==> src/sv/mrq_pkg.sv <==
`timescale 1ns / 1ps

package mrq_pkg;

  // Field widths
  localparam int ID_W     = 16;
  localparam int PRIO_W   = 3;
  localparam int STATUS_W = 2;
  localparam int OCC_W    = 5;
  localparam int CFG_W    = 5;

  // Parameter defaults
  localparam int CAPACITY_DEF = 16;
  localparam int LEVELS_DEF   = 4;

  // max_entries after reset
  localparam logic [CFG_W-1:0] MAX_ENTRIES_RST = 5'd16;

  typedef logic [STATUS_W-1:0] status_t;

  // Result status codes
  localparam status_t ST_OK        = 2'd0;
  localparam status_t ST_BAD_PRIO  = 2'd1;
  localparam status_t ST_FULL      = 2'd2;
  localparam status_t ST_NOT_FOUND = 2'd3;

  // Request function codes
  localparam logic FUNC_INSERT = 1'b0;
  localparam logic FUNC_REMOVE = 1'b1;

endpackage

==> src/sv/multilevel_ready_queue.sv <==
`timescale 1ns / 1ps
// Insert writes the new slot unless rejected, then scans for the head; remove runs a search pass,
// a shift pass and a head scan, skipping the shift pass when the id is absent.
// Throughput: one request at a time, next taken the cycle after the result registers.
// Reset (rst_n low, synchronous): count zero, max_entries 16, no result pending; slot store is not
// cleared, since only slots below the count are ever read.
module multilevel_ready_queue import mrq_pkg::*; #(
  parameter int CAPACITY = CAPACITY_DEF,
  parameter int LEVELS   = LEVELS_DEF
) (
  input  logic              clk,
  input  logic              rst_n,
  // request channel
  input  logic              in_valid,
  output logic              in_stall,
  input  logic              in_func,
  input  logic [ID_W-1:0]   in_proc_id,
  input  logic [PRIO_W-1:0] in_priority_req,
  // result channel
  output logic              out_valid,
  input  logic              out_stall,
  output status_t           out_status,
  output logic              out_next_valid,
  output logic [ID_W-1:0]   out_next_id,
  output logic [OCC_W-1:0]  out_occupancy,
  // configuration write
  input  logic              cfg_valid,
  output logic              cfg_ready,
  input  logic [CFG_W-1:0]  cfg_max_entries
);

  localparam int IDX_W   = $clog2(CAPACITY);
  localparam int CNT_W   = $clog2(CAPACITY + 1);
  localparam int LVL_W   = (LEVELS > 1) ? $clog2(LEVELS) : 1;
  localparam int ENTRY_W = ID_W + LVL_W;
  localparam int CMP_W   = (CNT_W > CFG_W) ? CNT_W : CFG_W;

  localparam logic [2:0] S_IDLE   = 3'd0;
  localparam logic [2:0] S_SEARCH = 3'd1;
  localparam logic [2:0] S_SHIFT  = 3'd2;
  localparam logic [2:0] S_SCAN   = 3'd3;
  localparam logic [2:0] S_DONE   = 3'd4;

  logic [2:0]       state_r, state_nxt;
  logic [CNT_W-1:0] held_r, held_nxt;
  logic [CNT_W-1:0] idx_r, idx_nxt;
  logic             rd_vld_r, rd_vld_nxt;
  logic [IDX_W-1:0] rd_pos_r, rd_pos_nxt;
  logic             found_r, found_nxt;
  logic [LVL_W-1:0] best_lvl_r, best_lvl_nxt;
  logic [ID_W-1:0]  best_id_r, best_id_nxt;
  logic [IDX_W-1:0] match_r, match_nxt;
  logic [ID_W-1:0]  id_r, id_nxt;
  status_t          status_r, status_nxt;
  logic [CFG_W-1:0] max_r, max_nxt;

  logic             out_valid_r, out_valid_nxt;
  status_t          out_status_r, out_status_nxt;
  logic             out_nv_r, out_nv_nxt;
  logic [ID_W-1:0]  out_id_r, out_id_nxt;
  logic [OCC_W-1:0] out_occ_r, out_occ_nxt;

  logic               wr_en;
  logic [IDX_W-1:0]   wr_addr;
  logic [ENTRY_W-1:0] wr_data;
  logic [ENTRY_W-1:0] rd_data;
  logic [ID_W-1:0]    rd_id;
  logic [LVL_W-1:0]   rd_lvl;
  logic               pass_st;
  logic               rd_issue;
  logic               pass_end;
  logic               prio_bad;
  logic               full;
  logic               lvl_better;

  mrq_store #(
    .DEPTH   (CAPACITY),
    .ENTRY_W (ENTRY_W)
  ) u_store (
    .clk     (clk),
    .wr_en   (wr_en),
    .wr_addr (wr_addr),
    .wr_data (wr_data),
    .rd_addr (idx_r[IDX_W-1:0]),
    .rd_data (rd_data)
  );

  assign rd_id  = rd_data[ID_W-1:0];
  assign rd_lvl = rd_data[ENTRY_W-1:ID_W];

  // Shared compare unit: level order for the search and scan passes
  assign lvl_better = !found_r || (rd_lvl < best_lvl_r);

  // Insert checks
  assign prio_bad = ({1'b0, in_priority_req} > 4'(LEVELS - 1));
  assign full     = (CMP_W'(held_r) >= CMP_W'(max_r)) || (held_r == CNT_W'(CAPACITY));

  // Pass read sequencing: one slot read issued per cycle
  assign pass_st  = (state_r == S_SEARCH) || (state_r == S_SHIFT) || (state_r == S_SCAN);
  assign rd_issue = pass_st && (idx_r < held_r);
  assign pass_end = !rd_issue && !rd_vld_r;

  assign in_stall  = (state_r != S_IDLE);
  assign cfg_ready = 1'b1;

  always_comb begin
    state_nxt      = state_r;
    held_nxt       = held_r;
    idx_nxt        = idx_r;
    rd_vld_nxt     = rd_issue;
    rd_pos_nxt     = idx_r[IDX_W-1:0];
    found_nxt      = found_r;
    best_lvl_nxt   = best_lvl_r;
    best_id_nxt    = best_id_r;
    match_nxt      = match_r;
    id_nxt         = id_r;
    status_nxt     = status_r;
    max_nxt        = max_r;
    out_valid_nxt  = out_valid_r;
    out_status_nxt = out_status_r;
    out_nv_nxt     = out_nv_r;
    out_id_nxt     = out_id_r;
    out_occ_nxt    = out_occ_r;
    wr_en          = 1'b0;
    wr_addr        = held_r[IDX_W-1:0];
    wr_data        = {in_priority_req[LVL_W-1:0], in_proc_id};

    if (cfg_valid) begin
      max_nxt = cfg_max_entries;
    end
    if (out_valid_r && !out_stall) begin
      out_valid_nxt = 1'b0;
    end
    if (rd_issue) begin
      idx_nxt = idx_r + CNT_W'(1);
    end

    case (state_r)
      S_IDLE: begin
        if (in_valid) begin
          id_nxt    = in_proc_id;
          idx_nxt   = '0;
          found_nxt = 1'b0;
          if (in_func == FUNC_REMOVE) begin
            state_nxt = S_SEARCH;
          end else begin
            state_nxt = S_SCAN;
            if (prio_bad) begin
              status_nxt = ST_BAD_PRIO;
            end else if (full) begin
              status_nxt = ST_FULL;
            end else begin
              wr_en      = 1'b1;
              held_nxt   = held_r + CNT_W'(1);
              status_nxt = ST_OK;
            end
          end
        end
      end
      // find first match: lowest level, then earliest slot
      S_SEARCH: begin
        if (rd_vld_r && (rd_id == id_r) && lvl_better) begin
          found_nxt    = 1'b1;
          best_lvl_nxt = rd_lvl;
          match_nxt    = rd_pos_r;
        end
        if (pass_end) begin
          found_nxt = 1'b0;
          if (found_r) begin
            state_nxt  = S_SHIFT;
            idx_nxt    = CNT_W'(match_r) + CNT_W'(1);
            status_nxt = ST_OK;
          end else begin
            state_nxt  = S_SCAN;
            idx_nxt    = '0;
            status_nxt = ST_NOT_FOUND;
          end
        end
      end
      // move later slots down by one
      S_SHIFT: begin
        if (rd_vld_r) begin
          wr_en   = 1'b1;
          wr_addr = rd_pos_r - IDX_W'(1);
          wr_data = rd_data;
        end
        if (pass_end) begin
          held_nxt  = held_r - CNT_W'(1);
          state_nxt = S_SCAN;
          idx_nxt   = '0;
          found_nxt = 1'b0;
        end
      end
      // head of lowest non-empty level
      S_SCAN: begin
        if (rd_vld_r && lvl_better) begin
          found_nxt    = 1'b1;
          best_lvl_nxt = rd_lvl;
          best_id_nxt  = rd_id;
        end
        if (pass_end) begin
          state_nxt = S_DONE;
        end
      end
      S_DONE: begin
        if (!out_valid_r || !out_stall) begin
          out_valid_nxt  = 1'b1;
          out_status_nxt = status_r;
          out_nv_nxt     = found_r;
          out_id_nxt     = found_r ? best_id_r : '0;
          out_occ_nxt    = OCC_W'(held_r);
          state_nxt      = S_IDLE;
        end
      end
      default: begin
        state_nxt = S_IDLE;
      end
    endcase
  end

  // Control state
  always_ff @(posedge clk) begin
    if (!rst_n) begin
      state_r     <= S_IDLE;
      held_r      <= '0;
      idx_r       <= '0;
      rd_vld_r    <= 1'b0;
      found_r     <= 1'b0;
      max_r       <= MAX_ENTRIES_RST;
      out_valid_r <= 1'b0;
    end else begin
      state_r     <= state_nxt;
      held_r      <= held_nxt;
      idx_r       <= idx_nxt;
      rd_vld_r    <= rd_vld_nxt;
      found_r     <= found_nxt;
      max_r       <= max_nxt;
      out_valid_r <= out_valid_nxt;
    end
  end

  // Payload
  always_ff @(posedge clk) begin
    rd_pos_r     <= rd_pos_nxt;
    best_lvl_r   <= best_lvl_nxt;
    best_id_r    <= best_id_nxt;
    match_r      <= match_nxt;
    id_r         <= id_nxt;
    status_r     <= status_nxt;
    out_status_r <= out_status_nxt;
    out_nv_r     <= out_nv_nxt;
    out_id_r     <= out_id_nxt;
    out_occ_r    <= out_occ_nxt;
  end

  assign out_valid      = out_valid_r;
  assign out_status     = out_status_r;
  assign out_next_valid = out_nv_r;
  assign out_next_id    = out_id_r;
  assign out_occupancy  = out_occ_r;

  // Checks
  a_held_bound: assert property (@(posedge clk) disable iff (!rst_n)
    held_r <= CNT_W'(CAPACITY))
    else $error("entry count above capacity");

  a_empty_occ: assert property (@(posedge clk) disable iff (!rst_n)
    (out_valid_r && !out_nv_r) |-> (out_occ_r == '0) && (out_id_r == '0))
    else $error("empty queue reported with entries or id");

  a_shift_dec: assert property (@(posedge clk) disable iff (!rst_n)
    (state_r == S_SHIFT && pass_end) |=> held_r == $past(held_r) - CNT_W'(1))
    else $error("remove did not drop the count");

  a_held_stable: assert property (@(posedge clk) disable iff (!rst_n)
    (state_r != S_IDLE && state_r != S_SHIFT) |=> $stable(held_r))
    else $error("count changed outside insert or shift");

endmodule

==> src/sv/mrq_store.sv <==
`timescale 1ns / 1ps

// Slot store: one write port, one read port with registered read data.
module mrq_store import mrq_pkg::*; #(
  parameter int DEPTH   = CAPACITY_DEF,
  parameter int ENTRY_W = ID_W + 2
) (
  input  logic                       clk,
  input  logic                       wr_en,
  input  logic [$clog2(DEPTH)-1:0]   wr_addr,
  input  logic [ENTRY_W-1:0]         wr_data,
  input  logic [$clog2(DEPTH)-1:0]   rd_addr,
  output logic [ENTRY_W-1:0]         rd_data
);

  logic [ENTRY_W-1:0] mem [DEPTH];
  logic [ENTRY_W-1:0] rd_data_r;

  always_ff @(posedge clk) begin
    if (wr_en) begin
      mem[wr_addr] <= wr_data;
    end
  end

  always_ff @(posedge clk) begin
    rd_data_r <= mem[rd_addr];
  end

  assign rd_data = rd_data_r;

endmodule
==> config.mk <==
export PLATFORM = sky130hd
export DESIGN_NAME = multilevel_ready_queue
export DESIGN_NICKNAME = d
export VERILOG_FILES = /design/src/sv/mrq_pkg.sv /design/src/sv/multilevel_ready_queue.sv /design/src/sv/mrq_store.sv
export SDC_FILE = /design/constraint.sdc
export NUM_CORES = 1
export LEC_CHECK = 0
export BUFFER_PORTS_ARGS = -buffer_cell sky130_fd_sc_hd__buf_2
export CORE_MARGIN = 5
export CORE_UTILIZATION = 56
export CTS_CLUSTER_DIAMETER = 200
export CTS_CLUSTER_SIZE = 24
export DETAILED_ROUTE_END_ITERATION = 16
export PLACE_DENSITY = 0.72
export SLEW_MARGIN = 15
export SYNTH_ARGS = -nofsm -noshare
export SYNTH_HDL_FRONTEND = slang
export SYNTH_SLANG_ARGS = --single-unit
==> constraint.sdc <==
create_clock -name clk -period 11.31 [get_ports clk]
set_clock_uncertainty 0.1 [all_clocks]
set_input_delay 0 -clock clk [delete_from_list [all_inputs] [get_ports clk]]
set_output_delay 0 -clock clk [all_outputs]
set_load 0.02 [all_outputs]
* After elaboration in Yosys (flattened, before gate mapping) *
Memory sizes are Yosys's and may differ from the RTL's. A register that Yosys moved wholly into a read port is not among the register bits.
Index checks and enable logic that the tools add are counted.
Widths: inputs -> output; s select.

storage, ports and cells
  flip-flop bits (word level) = 89
  latch bits = 0
  RAM bits = 288
  bits in read-only memories = 0
  input port bits = 30
  logic and storage cells = 126
  memories kept = 1

cells by class
  add/sub/neg operators = 5
  $mul = 0
  div/mod/pow operators = 0
  magnitude comparators = 4
  equal/unequal tests = 17
  shift operators = 0
  muxes and demuxes = 51
  bitwise logic cells = 0
  reduce and logical (&&, ||, !) cells = 31

memories
  memory       depth  bits a word  read ports  clocked after memory_dff  write ports  line             text
  u_store.mem  16     18           1           1                         1            mrq_store.sv:16  logic [ENTRY_W-1:0] mem [DEPTH];

operators by type and width
  operator             number
  $mux 5               10
  $mux 18              2
  $mux 2               9
  $eq 16x16->1         1
  $mux 1               16
  $ne 2x2->1 const B   8
  $mux 3               5
  $pmux 3 s5           1
  $pmux 5 s3           1
  $add 5x1->5 const B  2
  $pmux 5 s2           1
  $reduce_and 5->1     2
  $mux 4               2
  $pmux 2 s2           2
  $reduce_and 2->1     4
  $eq 3x2->1 const B   2
  $logic_and 1x1->1    6
  $reduce_and 6->1     1
  $reduce_bool 2->1    3
  $add 4x1->5 const B  1
  $eq 5x5->1 const B   1
  $ge 5x5->1           1
  $logic_not 1->1      5
  $logic_or 1x1->1     5
  16 further kinds     17

* Longest topological paths before layout *
  depth after elaboration = 9
  depth in mapped cells = 10
  gate-level depth less buffers = 9

* By module *
Synthesis repeated with hierarchy kept, for this count alone.

second synthesis, totals
  cells, all modules = 821
  area, all modules = 15,492.4 µm²

modules (own cells, without submodules)
  module                  instances  cells an instance  area each (µm²)  sequential area each (µm²)
  mrq_store               1          482                11,323.4         9,008.6
  multilevel_ready_queue  1          339                4,169.0          2,422.3

* Worst setup path before layout *
OpenSTA, ideal clock, no wires.

  kind = register -> register
  from = register held_r[0]
  to = memory u_store.mem[9][0] in the netlist's numbering, enable pin
  setup time = 0.446 ns
  data arrival time = 3.850 ns
  data required time = 10.764 ns
  path slack = 6.915 ns
  stages on the path, launching flop included = 9
  path buffers = 0
  period minus slack after synthesis = 4.395 ns
  cell sequence = dfxtp_1 inv_1 ha_1 nand2b_4 a2111oi_4 o21ai_2 nor4b_4 nor2_2 nor4b_1

on the way
  longest elaborated chain between the ends = 9
  elaborated cells on any way between the ends = 12
  those cells by class = order compare (1); eq/ne (1); mux (9); reduce/logical (1)

ends and longest elaborated chain
  element                                          line                           text
  start, declared                                  multilevel_ready_queue.sv:45   logic [CNT_W-1:0] held_r, held_nxt;
  start signal, assigned                           multilevel_ready_queue.sv:233  held_r <= held_nxt;
  $ge 5x5->1 / $eq 5x5->1 (equally long branches)  multilevel_ready_queue.sv:96   assign full = (CMP_W'(held_r) >= CMP_W'(max_r)) || (held_r == CNT_W'(CAPACITY));
  $logic_or 1x1->1                                 multilevel_ready_queue.sv:96
  $mux 1                                           multilevel_ready_queue.sv:150  end else if (full) begin
  $mux 1                                           multilevel_ready_queue.sv:148  if (prio_bad) begin
  $mux 1                                           multilevel_ready_queue.sv:144  if (in_func == FUNC_REMOVE) begin
  $mux 1                                           multilevel_ready_queue.sv:140  if (in_valid) begin
  $pmux 1 s2                                       multilevel_ready_queue.sv:138  case (state_r)
  $mux 1                                           mrq_store.sv:20                if (wr_en) begin
  $mux 1 (implied by the code)                     mrq_store.sv:21                mem[wr_addr] <= wr_data;
  end, declared                                    mrq_store.sv:16

Several ways; a longest one is shown, not always the timed one.

* Worst setup path after layout *
  from = register held_r[0]
  to = memory u_store.mem[12][16] in the netlist's numbering, enable pin

The elaborated chain is that of the path after synthesis.

==> out/results.txt <==
The initial antenna violation count came out at 2. The mapped netlist covers 0.0155 sq mm. The tree built by TritonCTS fans out to 395 sinks.

edfxtp_1 takes more of the synthesized area than any other cell. The area fraction of the dominant cell type after synthesis came out at 0.683. Counting cells, the worst reg-to-reg path comes to 10. The run gives 0 as the number of routed nets with antenna violations. The number of global-route vias before repair was 8014; the overall fraction of global-route tracks in use was 0.223. The synthesized design contains 352 enable-type register cells.

The overall power after layout is 3.54 mW, and the reported max-cap violation count is 0. The path with the worst hold slack has its endpoint at id_r[0]$_DFFE_PP_. The logs give 11.43 ns for the data required time at the worst endpoint and 0 for the number of remaining DRC errors. Leading cell type in the layout, fill and taps excluded: edfxtp_1. The post-CTS resize count came out at 0. The DRC marker count from the first detailed-route iteration is 841, and the number of optimization iterations in the first detailed-route pass is 5.

In this run the tool buffered the top-level ports with 55 buffer cells. The post-layout worst setup margin is 7.59 ns, and the number of nets at the end of the flow is 954. The tools report the CTS root buffer as clkbuf_16. Clock latency reported for the late side of the worst-skew pair: 0.54 ns. The first global-routing pass estimated 51000 microns of wire.

The tools report the cell count after synthesis as 801. The largest individual stage delay along the critical path comes from the cell nor4_2. The startpoint identified for the worst hold timing path is in_proc_id[0]. After detailed routing, the average wire length per cell comes to 26.5 microns. Entering global routing, the biggest net connects 73 pins. The top cell types in the final layout, fill and taps aside, are 352 x edfxtp_1, 90 x mux4_2, 64 x nand2_1.

For the number of core rows, the log shows 60. The logs give 3.84 ns for the arrival time of data at the critical path endpoint and 0.0164 sq mm for the instance area at placement. The path class of the tightest hold or removal check is in -> reg. Along the worst path, the maximum fanout reaches 16. The post-synthesis async set-or-reset flop share was 0. The share of post-route cells with drive strength above 1 came out at 0.245. Setup total negative slack: 0 ns. Dominant delay contributor by cell family on the critical path: simple AND/OR/NAND/NOR gates. The effective utilization at floorplan is 0.571, and the tightest slew margin relative to the limit is 0.205.

The pin slew with the least headroom to its limit came out at 1.19 ns. Averaged over all synthesized cells, the footprint is 19.3 sq um. Counting tap cells, the placed design contains a total of 1218 instances. TritonCTS built the clock tree.

For the share of the core filled with cells, the log shows 0.640. The setup path with the least slack is of type reg -> reg. Buffers added to address setup during post-CTS repair amount to 0. The total number of yosys warnings came out at 0. The tools report the final worst hold slack as 0.109 ns.

For this design the ratio of total power to cell area is 204 mW/mm^2. Post-synthesis cell type count: 62. The critical path's largest stage delay is 0.69 ns. For this run, the number of standard cells in the final layout without fillers is 1292. The run gives 39 as the count of hold buffers inserted by post-cts repair.

The tools report the sort of element at the start of the critical path as a register. The floorplan step defined a die boundary enclosing 0.0311 sq mm. The endpoint identified for the worst register-to-register timing path is u_store.mem[12][16]$_DFFE_PP_.

For the total global routing overflow, the log shows 0. The tools report the final setup violation count as 0. Walking the worst path, the cells encountered are inv_1 > ha_1 > nand2b_4 > a2111oi_4 > o21ai_2 > nor4b_4 > nor2_2 > buf_4 > nor4_2 > buf_4. The logs give 0 for the antenna diode count and 0.269 GHz for the fmax. Compared with the post-synthesis result, the final layout area differs by 12.0%. OpenSTA, run right after detailed placement, puts the worst setup slack at 7.60 ns. Number of flip-flops and latches in the synthesized netlist: 395.

Floorplan die height: 176 microns. Clock tree synthesis inserted a total of 20 buffers. Summing over every cut layer, the via total after detailed routing is 7892. The sequential-to-total area share from yosys stat is 0.739. The post-synth net total is 848. The run gives 34200 microns as the total length of routed wires. Routability-driven placement finished with a final weighted congestion of 0.850. The finished cells cover 0.0173 sq mm.

From left edge to right edge, the die measures 176 microns. The worst hold path was traced through 2 stages. Counting both buffers and inverters, the worst setup path holds a total of 3.

Once detailed placement completed, the half-perimeter wirelength came to 22400 microns. The depth of the CTS H-tree is 1. During I/O placement, the number of pins put on the boundary was 57. The run finished with clean final reports. The logs give 0 for the max-slew violation total from the final report and 0.0000976 V for the highest ir drop seen on vdd.

In the synthesized netlist the dominant register cell turns out to be edfxtp_1. The core region is 0.0271 sq mm. By area the synthesized netlist is led by edfxtp_1 68%, mux4_2 13%, dfxtp_1 5.6%. After clock tree synthesis, the clock-pin slew on the worst setup and hold paths is 0.11 ns.

The minimum clock period is 3.72 ns. Counting along the longest clock path gives a buffer depth of 3. The leakage power of the design was 5.59 nW; the part of the cycle the worst path needs was 0.329. Dividing the detail-routed via count by the number of cells gives 6.11. Counting stages on the worst path, the most repeated cell is buf_4. The tools report the start of the worst register-to-register path as held_r[0]$_SDFFE_PN0P_. Setup repair after global routing left no endpoint under its margin. For the register-to-register setup slack, the log shows 7.59 ns. The hold violation count in the final report came out at 0. The worst setup path is captured at a register.
-- cells in the mapped netlist, drive strengths merged (4+ instances only) --
cell type,n
a21boi,4
nand4,4
a21o,4
and2,19
a21oi,10
mux2i,4
o21ai,10
nand3,6
xor2,21
nor2,10
a31oi,6
nor3,13
buf,21
nor2b,6
ha,16
nand2b,8
clkbuf,15
nor4,13
inv,15
o22ai,5
dfxtp,43
xnor2,8
nand2,64
mux4,90
edfxtp,352
-- cell families (layout without fill, tap and decap cells) --
group | Yosys count | in the layout | share of synthesized area
mux | 94 | 94 | 0.134
compound gates | 55 | 55 | 0.0275
buf+inv | 51 | 170 | 0.0144
xor+xnor | 29 | 29 | 0.0164
flops | 395 | 395 | 0.739
fa+ha+maj | 17 | 17 | 0.0142
simple gates | 159 | 159 | 0.0548
other cells | 1 | 1 | 0.000242
-- area by class of cell --
class | count | area [sq um]
flip-flops and latches | 395 | 11400
multi-input cells | 355 | 3920
repair buffers | 120 | 865
clock inverters | 1 | 16.3
clock buffers | 34 | 574
fillers | 1830 | 9770
inverters | 15 | 56.3
well taps | 372 | 465
-- sequential cells by signal (all words and copies together) (netlist names), 2 cells and up --
register         flops
u_store.mem        288
out_status           2
max_r                5
state_r              3
held_r               5
out_next_id         16
out_occupancy        5
rd_pos_r             4
best_lvl_r           2
u_store.rd_data     18
id_r                16
status_r             2
best_id_r           16
idx_r                5
match_r              4
-- report_power, final --
part	total, mW	internal (mW)	switching (mW)
clock	0.785	0.354	0.432
combinational	0.877	0.386	0.491
sequential	1.88	1.74	0.144
-- worst max-delay path by stage --
stage,start,to,slack [ns],cells after the start
finish,held_r[0]$_SDFFE_PN0P_,u_store.mem[12][16]$_DFFE_PP_,7.59,10
global route,held_r[0]$_SDFFE_PN0P_,u_store.mem[12][16]$_DFFE_PP_,7.33,10
CTS,held_r[0]$_SDFFE_PN0P_,u_store.mem[12][16]$_DFFE_PP_,7.57,10
detailed placement,held_r[0]$_SDFFE_PN0P_,u_store.mem[12][16]$_DFFE_PP_,7.60,10
global placement,held_r[0]$_SDFFE_PN0P_,u_store.mem[5][3]$_DFFE_PP_,7.55,9
floorplan,held_r[0]$_SDFFE_PN0P_,u_store.mem[9][0]$_DFFE_PP_,6.91,8
-- per-layer routing --
metal,vias up,GRT usage,wire [microns]
li1,3397,-,-
met1,4083,0.312,13500
met2,355,0.363,16600
met3,55,0.0467,3010
met4,2,0.0640,1040
met5,-,0,13
-- worst register-to-register path, delay by kind of cell (launching register included) --
kind	cells	cell delay [ns]
flops	1	0.54
fa+ha+maj	1	0.32
compound gates	2	0.53
buf+inv	3	0.71
simple gates	4	1.19
(Power assumes the default switching activity.)
